### src/design/vdc_pkg.sv
// Shared types and widths for the Verlet stick distance constraint.
// No dependencies; every design module imports this package.
package vdc_pkg;

  localparam int SqrtSteps = 33;
  localparam int DivSteps  = 33;

  typedef logic signed [31:0] coord_t;

  // Two points that travel along a cell chain next to the arithmetic.
  typedef struct packed {
    coord_t p_x;
    coord_t p_y;
    coord_t q_x;
    coord_t q_y;
    logic   move_a;
    logic   degen;
  } side_t;

  // Square root state: radicand still to consume, partial remainder and root.
  typedef struct packed {
    logic [65:0] rad;
    logic [35:0] rem;
    logic [32:0] root;
  } sq_t;

  // Division state for the x and y lanes, which share one divisor.
  typedef struct packed {
    logic [32:0]      h;
    logic [1:0]       neg;
    logic [1:0][32:0] rem;
    logic [1:0][32:0] dq;
  } dv_t;

  typedef struct packed {
    coord_t      moved_x;
    coord_t      moved_y;
    logic        moved_is_a;
    logic [31:0] new_length;
    logic        degenerate;
  } res_t;

endpackage

### src/design/vdc_div_cell.sv
// One step of restoring division for both lanes: one quotient bit per beat.
// Depends on vdc_pkg.
module vdc_div_cell (
  input  logic           clk,
  input  logic           rst_n,
  input  logic           en,
  input  logic           v_i,
  input  vdc_pkg::dv_t   dv_i,
  input  vdc_pkg::side_t side_i,
  output logic           v_r,
  output vdc_pkg::dv_t   dv_r,
  output vdc_pkg::side_t side_r
);
  import vdc_pkg::*;

  logic [33:0] r2;
  logic [33:0] dvsr;
  logic        take;
  dv_t         dv_nxt;

  always_comb begin
    dv_nxt = dv_i;
    dvsr   = {1'b0, dv_i.h};
    r2     = '0;
    take   = 1'b0;
    for (int k = 0; k < 2; k++) begin
      r2             = {dv_i.rem[k], dv_i.dq[k][32]};
      take           = (r2 >= dvsr);
      dv_nxt.rem[k]  = take ? 33'(r2 - dvsr) : r2[32:0];
      dv_nxt.dq[k]   = {dv_i.dq[k][31:0], take};
    end
  end

  always_ff @(posedge clk) begin
    if (!rst_n) begin
      v_r <= 1'b0;
    end else if (en) begin
      v_r <= v_i;
    end
  end

  always_ff @(posedge clk) begin
    if (en) begin
      dv_r   <= dv_nxt;
      side_r <= side_i;
    end
  end
endmodule

### config.mk
export PLATFORM = sky130hd
export DESIGN_NAME = vdc_div_cell
export DESIGN_NICKNAME = d
export VERILOG_FILES = /design/src/design/vdc_pkg.sv /design/src/design/vdc_div_cell.sv
export SDC_FILE = /design/constraint.sdc
export NUM_CORES = 1
export LEC_CHECK = 0
export ABC_AREA = 1
export BUFFER_PORTS_ARGS = -buffer_cell sky130_fd_sc_hd__clkbuf_2
export CORE_AREA = 8 8 226 228
export CTS_CLUSTER_SIZE = 8
export DETAILED_ROUTE_END_ITERATION = 12
export DIE_AREA = 0 0 234 236
export GPL_ROUTABILITY_DRIVEN = 0
export PLACE_DENSITY_LB_ADDON = 0.12
export SYNTH_ARGS = -nofsm -noshare
export SYNTH_HDL_FRONTEND = slang
export SYNTH_SLANG_ARGS = --single-unit
### constraint.sdc
create_clock -name clk -period 2.3 [get_ports clk]
set_input_delay 0.46 -clock clk [delete_from_list [all_inputs] [get_ports clk]]
set_output_delay 0.46 -clock clk [all_outputs]
set_load 0.005 [all_outputs]
==> flow_summary.yaml, run 1 <==
cts:
  cts_resized: 0
  cts_tree: "built"
  cts-root-buf: "clkbuf_16"
  cts.clk_slew.worst_paths_ns: 0.06
  postCtsSetupBuffers: 0
  numCtsBuffers: 43
  clkLatencyLatePin_ns: 0.54
  hold_buffers: 0
  cts.path.max_buffers: 3
  htreeDepth: 2
  clock_sinks: 298
placement:
  port_buffers: 598
  post-dp-hpwl_um: 52200
timing:
  hold_viol_final: 0
  setup_violations: 0
  fin_worst_skew_ns: 0
  worst_slew_pin_slew_ns: 0.420
  slew_viol_final: 0
  fmax_mhz: 471
  maxSlewHeadroom_pct: 72.0
  final.setup.tns_ns: 0
  period_share_pct: 92.4
  rsz0062_at_grt: "no"
  fin_crit_ns: 2.12
power_and_ir_drop:
  switching_share_pct: 27.5
  p_per_area_nw_per_um2: 711
  fin_total_pwr_mw: 15.8
  internal_power_mw: 11.5
  peakVddDrop_uv: 446
  leakagePower_nw: 11.6
  clkPwrFrac_pct: 35.9
  netSwitchingPower_mw: 4.36
  power_frac_seq_pct: 42.6
  comb_power_share_pct: 21.5
route:
  antenna_left: 0
  route.met3.wl_um: 4010
  drtIter0Drc: 697
  routed.top_layer: "met5"
  wl_met2_um: 31900
  routed_wl_um: 61200
  num_vias: 14109
  wire_per_inst_um: 19.5
  first_pass_iters: 5
  wl_met1_um: 23800
  drc_errors: 0
  via_per_inst: 4.50
synth:
  yosys.area.top_type: "edfxtp_1"
  synthTopCellsByCount: "nand2_1, edfxtp_1, inv_1"
  synth_edf_count: 297
  synth.distinct_cells: 31
  syn-cell-area_um2: 15500
  synth_top_area_share_pct: 57.6
  mappedNetlistNets: 2010
  synth_seq_area_share_pct: 57.7
  avgSynthCellArea_um2: 9.44
  yosysMostFrequentCell: "nand2_1"
  yosysWarnings: 0
  async_reset_ff_share_pct: 0
  synthCells: 1641
  synth.area.top_cells: "edfxtp_1, nand2_1, inv_1"
  ys_seq_elements: 298
  ys.flop_type: "edfxtp_1"
global_route:
  grt_max_degree: 74
  first_global_vias: 14580
  gr-usage-all-layers_pct: 21.5
  gr-total-overflow: 0
  grt_pass1_wl_um: 89100
  antenna_found_initial: 4
floorplanning:
  fp.dieW_um: 234
  fp.dieH_um: 236
  core_area_um2: 47300
  initial_utilization_pct: 32.7
  row_count: 80
  io_pins: 599
  dieArea_um2: 55200
critical_path:
  endpoint_kind: "flop"
  crit_type: "input port to flop"
  startpoint: "dv_i[166]"
  r2r-end: "v_r"
  timing.rr.start: "v_r"
  r2r_cells: 2
  worstPathArrival_ns: 2.44
  worstPathMaxFanout: 7
  worst-r2r-setup-slack_ns: 1.66
  critPathSlowestCell: "ha_1"
  worstPathCellList: "clkbuf_2, inv_1, ha_1, inv_1, buf_4, nor3_1, a21oi_1, nand2_1, nor2_4, nand2_8, buf_4, nand3_1, nand2_1"
  required_ns: 2.61
  crit_path_start_kind: "input port"
  crit_path_max_incr_delay_ns: 0.27
finish:
  synthToLayoutAreaGrowth_pct: 43.9
  n_antenna_cell: 0
  finalNetCount: 2874
  num-fill-cells: 4598
  regArea_um2: 8940
  multiInputGateArea_um2: 5300
  layout-drive-gt1-share_pct: 37.7
worst_hold_path:
  min_path_type: "input port to flop"
  min_path_cells: 1
  hold_end: "side_r[48]"
  hold_start: "side_i[48]"
run_status:
  status: "completed"
job:
  maxCapViolations: 0
how the worst max path moves through the flow:
stage	endpoint	cells past startpoint	slack (ns)
after floorplan	dv_r[124]	13	0.19
after global placement	dv_r[131]	13	-0.37
after detailed placement	dv_r[131]	13	-0.37
after CTS	dv_r[131]	13	0.24
after global routing	dv_r[126]	12	0.11
final	dv_r[131]	13	0.18
power groups by stage:
| stage | Clock, mW | Combinational, mW | Sequential [mW] |
|---|---|---|---|
| final | 5.69 | 3.40 | 6.75 |
| after detailed placement | 0 | 3.43 | 6.85 |
| after CTS | 5.86 | 3.45 | 6.75 |
| after floorplan | 0 | 1.35 | 6.91 |
| after global placement | 0 | 3.41 | 6.85 |
| after global routing | 6.04 | 3.77 | 6.79 |
through the flow:
stage	cell area (µm²)	worst slack (ns)	hold WS [ns]	utilization, %	std cells
floorplan	15500	0.186	0.525	-	1641
global placement	21100	-0.368	0.532	44.6	3075
detailed placement	21100	-0.367	0.545	44.6	3075
CTS	22300	0.239	0.0393	47.1	3134
global route	22300	0.106	0.0469	47.1	3134
finish	22300	0.175	0.0681	47.1	3134
state kept, by name (all words and copies together), names as in the netlist:
register / count
side_r: 130
dv_r: 167
v_r: 1
cells by family after synthesis:
family / count (synthesis) / share of synthesized area (%)
AND/OR/NAND/NOR: 885 / 25.4
XOR/XNOR: 28 / 1.58
adder cells (fa/ha/maj): 68 / 5.59
flip-flops: 298 / 57.7
AO/OA/AOI/OAI: 50 / 1.68
buffers and inverters: 312 / 8.08
worst max-delay path: cells and delay by family:
family / cells / cell delay (ns)
AND/OR/NAND/NOR: 6 / 0.67
adder cells (fa/ha/maj): 1 / 0.27
AO/OA/AOI/OAI: 1 / 0.23
buffers and inverters: 5 / 0.79
routing by layer:
metal | global-route usage [%] | vias up
met4 | 5.78 | 8
met3 | 4.69 | 81
met2 | 40.1 | 425
met5 | 0 | -
met1 | 24.2 | 6572
li1 | - | 7023
layout by cell type (no fill, tap or decap), types with 9 or more instances in the layout:
cell       count
a21oi_1       43
and2_1        10
buf_12        16
buf_4        223
clkbuf_1      12
clkbuf_16     43
clkbuf_2     597
edfxtp_1     297
ha_1          66
inv_1        290
nand2_1      583
nand2_2        9
nand3_1      115
nand3_2       30
nand3b_1      17
nor2_1        73
nor3_1        17
xor2_1        26
cell type report:
type	count	share of cell area, %
Multi-Input combinational cell	1031	23.8
Timing Repair Buffer	837	22.4
Tap cell	615	3.45
Sequential cell	298	40.1
Clock inverter	4	0.269
Inverter	294	4.95
Clock buffer	55	5.03
Note: power is estimated with default switching activity, not from simulation.
==> run 2, diff against run 1 <==
Settings changed: CORE_AREA 8 8 226 228 to 8 8 224 226, DIE_AREA 0 0 234 236 to 0 0 232 234, SLEW_MARGIN set to 20.
Clock period 2.3 ns to 2.45 ns, I/O delays scaled along.
==> flow_summary.yaml, run 2 (synthesis results as in run 1) <==
placement:
  post-place-ws_ns: -0.261
  port_buffers: 598
  place_inst: 3041
  post-dp-hpwl_um: 52100
finish:
  reg_top3: "dv_r x167, side_r x130, v_r x1"
  regMostFlops: "dv_r"
  synthToLayoutAreaGrowth_pct: 42.1
  mostFrequentLayoutCells: "clkbuf_2, nand2_1, edfxtp_1, inv_1, buf_4"
  layout-drive-gt1-share_pct: 36.8
  regArea_um2: 8940
  largest_register_ffs: 167
  num-fill-cells: 4646
  multiInputGateArea_um2: 5300
  finalNetCount: 2841
  final_common_cell: "clkbuf_2"
  final_cells: 3105
timing:
  slew_viol_final: 0
  worst_slew_pin_slew_ns: 0.473
  fin_crit_ns: 2.18
  period_share_pct: 88.9
  maxSlewHeadroom_pct: 68.5
  final.setup.tns_ns: 0
  fmax_mhz: 459
  rsz0062_at_grt: "no"
  worst_slack_ns: 0.271
  hold_viol_final: 0
  hold_ws_ns: 0.114
  fin_worst_skew_ns: 0
  setup_violations: 0
critical_path:
  worstPathMaxFanout: 8
  worstPathArrival_ns: 2.47
  worst-r2r-setup-slack_ns: 1.80
  crit_path_start_kind: "input port"
  endpoint_kind: "flop"
  required_ns: 2.74
  crit_type: "input port to flop"
power_and_ir_drop:
  peakVddDrop_uv: 509
  internal_power_mw: 10.8
  switching_share_pct: 27.5
  leakagePower_nw: 11.4
  p_per_area_nw_per_um2: 676
  comb_power_share_pct: 21.0
  clkPwrFrac_pct: 36.4
  power_frac_seq_pct: 42.6
  netSwitchingPower_mw: 4.09
global_route:
  grt_pass1_wl_um: 87800
  gr-usage-all-layers_pct: 21.5
  antenna_found_initial: 4
  first_global_vias: 14364
  gr-total-overflow: 0
  grt_max_degree: 85
run_status:
  status: "completed"
route:
  routed_wl_um: 61400
  via_per_inst: 4.54
  first_pass_iters: 5
  wire_per_inst_um: 19.8
  drc_errors: 0
  antenna_left: 0
  drtIter0Drc: 731
  num_vias: 14090
floorplanning:
  fp.dieW_um: 232
  fp.dieH_um: 234
  io_pins: 599
  core_area_um2: 46800
  initial_utilization_pct: 33.1
  dieArea_um2: 54300
  row_count: 80
cts:
  cts.clk_slew.worst_paths_ns: 0.05
  clkLatencyLatePin_ns: 0.54
  numCtsBuffers: 44
  cts-root-buf: "clkbuf_16"
  cts.path.max_buffers: 3
  cts_resized: 0
  htreeDepth: 2
  clock_sinks: 298
  hold_buffers: 0
  cts_tree: "built"
  postCtsSetupBuffers: 0
job:
  maxCapViolations: 0
worst_hold_path:
  min_path_type: "input port to flop"
[run 2: changes by cell type in the layout (fill, tap and decap cells not counted), sizes merged]
cell,change
buf,-34
diode,+3
clkinvlp,+1
clkinv,+1
[run 2: area by class of cell]
type | count | share of cell area, %
sequential | 298 | 40.6
multi-input combinational | 1031 | 24.1
timing repair buffer | 803 | 21.4
clock buffer | 55 | 5.23
inverter | 294 | 5.01
tap | 615 | 3.49
clock inverter | 6 | 0.199
antenna | 3 | 0.0341
[run 2: worst paths after layout]
kind / from / cells after the start / to
worst min-delay path: side_i[122] / 1 / side_r[122]
worst max-delay path: dv_i[166] / 13 / dv_r[116]
worst min register to register: v_r / 2 / v_r
worst max register to register: v_r / 2 / v_r
[run 2: metrics by stage]
stage               utilization [%]  total power [mW]  cell area (µm²)
floorplan                         -              7.76            15500
global placement               44.4              9.57            20800
detailed placement             44.4              9.60            20800
CTS                            47.0              15.1            22000
global route                   47.0              15.6            22000
finish                         47.0              14.9            22000
[run 2: power by group through the flow]
stage	combinational (mW)	clock, mW	sequential (mW)
floorplan	1.27	0	6.49
global placement	3.14	0	6.44
detailed placement	3.16	0	6.44
CTS	3.17	5.58	6.35
global route	3.46	5.73	6.39
finish	3.12	5.42	6.35
[run 2: critical path, stage by stage]
cell and delay [ns]:
clkbuf_2 0.10, inv_1 0.14, ha_1 0.27, inv_1 0.18, buf_4 0.15, nor3_1 0.05, a21oi_1 0.21, nand2_1 0.12
nor2_4 0.29, nand2_8 0.15, buf_12 0.18, nand3_1 0.07, nand2_1 0.07
[run 2: layer usage]
layer | GRT usage [%] | vias up | share of wire (%)
met5 | 0 | - | 0.021
met4 | 6.85 | 2 | 2.6
met3 | 4.74 | 77 | 6.5
met2 | 39.5 | 423 | 52
met1 | 24.7 | 6624 | 39
li1 | - | 6964 | -
==> run 3, diff against run 2 <==
--- a/config.mk
+++ b/config.mk
@@ -8,4 +8,5 @@
 export ABC_AREA = 1
 export BUFFER_PORTS_ARGS = -buffer_cell sky130_fd_sc_hd__clkbuf_2
+export CAP_MARGIN = 20
 export CORE_AREA = 8 8 224 226
 export CTS_CLUSTER_SIZE = 8
==> constraint.sdc (replaced) <==
create_clock -name clk -period 2.45 [get_ports clk]
set_input_delay 0.3675 -clock clk [delete_from_list [all_inputs] [get_ports clk]]
set_output_delay 0.3675 -clock clk [all_outputs]
set_load 0.005 [all_outputs]
==> flow_summary.yaml, run 3 (synthesis results as in run 1) <==
run_status:
  status: "completed"
finish:
  regArea_um2: 8940
  final_common_cell: "clkbuf_2"
  final_area_um2: 23600
  synthToLayoutAreaGrowth_pct: 52.3
  finalNetCount: 2976
  reg_top3: "dv_r x167, side_r x130, v_r x1"
  layout-drive-gt1-share_pct: 32.9
  multiInputGateArea_um2: 5360
  largest_register_ffs: 167
  mostFrequentLayoutCells: "clkbuf_2, nand2_1, edfxtp_1, inv_1, dlygate4sd3_1"
  num-fill-cells: 4456
  regMostFlops: "dv_r"
cts:
  htreeDepth: 2
  numCtsBuffers: 43
  cts.clk_slew.worst_paths_ns: 0.05
  cts-root-buf: "clkbuf_16"
  clock_sinks: 298
  cts_tree: "built"
  cts.path.max_buffers: 3
  clkLatencyLatePin_ns: 0.54
timing:
  fin_crit_ns: 2.36
  final.setup.tns_ns: 0
  fmax_mhz: 423
  worst_slack_ns: 0.0857
  period_share_pct: 96.5
  hold_viol_final: 0
  slew_viol_final: 0
  maxSlewHeadroom_pct: 64.2
  fin_worst_skew_ns: 0
  rsz0062_at_grt: "yes"
  worst_slew_pin_slew_ns: 0.536
  setup_violations: 0
  hold_ws_ns: 0.0369
floorplanning:
  initial_utilization_pct: 33.1
  dieArea_um2: 54300
  fp.dieW_um: 232
  core_area_um2: 46800
  io_pins: 599
  fp.dieH_um: 234
  row_count: 80
critical_path:
  worstPathArrival_ns: 2.66
  worst-r2r-setup-slack_ns: 1.83
  r2r_cells: 2
  worstPathMaxFanout: 13
  crit_type: "input port to flop"
  crit_path_frequent_cell: "nand2_1"
  worstPathCellList: "dlygate4sd3_1, clkbuf_2, inv_2, ha_1, nand2_2, nor2_4, nand3_1, nor2_1, nand2_1, nand2_1, nor2_4, buf_4, buf_12, nand3_1, nand2_1"
  crit_path_start_kind: "input port"
  crit_path_max_incr_delay_ns: 0.53
  required_ns: 2.75
  endpoint_kind: "flop"
  critPathSlowestCell: "dlygate4sd3_1"
placement:
  post-dp-hpwl_um: 51900
  port_buffers: 598
  dpl_cell_area_um2: 20300
  post-place-ws_ns: -0.0960
power_and_ir_drop:
  leakagePower_nw: 11.9
  peakVddDrop_uv: 472
  p_per_area_nw_per_um2: 637
  fin_total_pwr_mw: 15.0
global_route:
  first_global_vias: 15129
  gr-total-overflow: 0
  gr-usage-all-layers_pct: 22.6
  grt_pass1_wl_um: 92700
  grt_max_degree: 60
  antenna_found_initial: 6
job:
  maxCapViolations: 0
worst_hold_path:
  min_path_type: "input port to flop"
  min_path_cells: 1
route:
  routed_wl_um: 63500
  num_vias: 14725
  via_per_inst: 4.55
  antenna_left: 0
  drtIter0Drc: 852
  drc_errors: 0
  wire_per_inst_um: 19.6
  first_pass_iters: 5
-- run 3: cell types whose count changed in the layout (fill, tap and decap cells not counted), moves of 2 or more --
cell | previous run | this run
nand2_2 | 9 | 13
ha_1 | 66 | 61
nor2_1 | 73 | 70
inv_2 | 4 | 9
dlygate4sd3_1 | 0 | 207
buf_4 | 192 | 121
nor3_1 | 17 | 15
inv_1 | 290 | 285
nor2_2 | 7 | 9
nand2_1 | 583 | 579
ha_2 | 0 | 4
nor3_2 | 5 | 7
-- run 3: worst paths after layout --
path                   from        end
setup / recovery  dv_i[138]  dv_r[115]
hold / removal    dv_i[142]  dv_r[142]
setup reg to reg        v_r        v_r
hold reg to reg         v_r        v_r
-- run 3: final cells by class --
cell class | count | share of cell area, %
multi-input cells | 1031 | 22.7
well taps | 615 | 3.26
inverters | 294 | 4.68
clock buffers | 55 | 4.84
diodes | 3 | 0.0318
repair buffers | 939 | 26.5
flip-flops and latches | 298 | 37.9
clock inverters | 4 | 0.138
-- run 3: report_power, final --
part | switching (mW) | internal (mW)
Sequential | 0.142 | 6.20
Clock | 2.14 | 3.22
Combinational | 1.85 | 1.46
Total | 4.13 | 10.9
-- run 3: stage by stage --
step                      std cells  util (%)
after CTS                      3234      50.2
after global placement         2968      43.3
after floorplan                1641         -
final                          3239      50.4
after global routing           3238      50.4
after detailed placement       2968      43.3
-- run 3: metal layers --
layer,up-vias,part of all wire [%],track usage [%]
met4,6,2.9,7.40
met2,475,52,41.3
met5,-,0.074,0
met3,85,5.8,4.69
met1,6927,39,26.0
li1,7232,-,-
-- run 3: critical path: cells and delay by family --
kind	cells	cell delay (ns)
buf+inv	5	1.02
simple gates	9	0.91
fa+ha+maj	1	0.35
-- run 3: repair_timing --
| action | CTS | global route |
|---|---|---|
| buffers inserted | 0 | 2 |
| endpoints found under the hold margin | 207 | 0 |
| gates resized for setup | 0 | 20 |
| hold buffers | 207 | 0 |
| endpoints found under the setup margin | 0 | 65 |
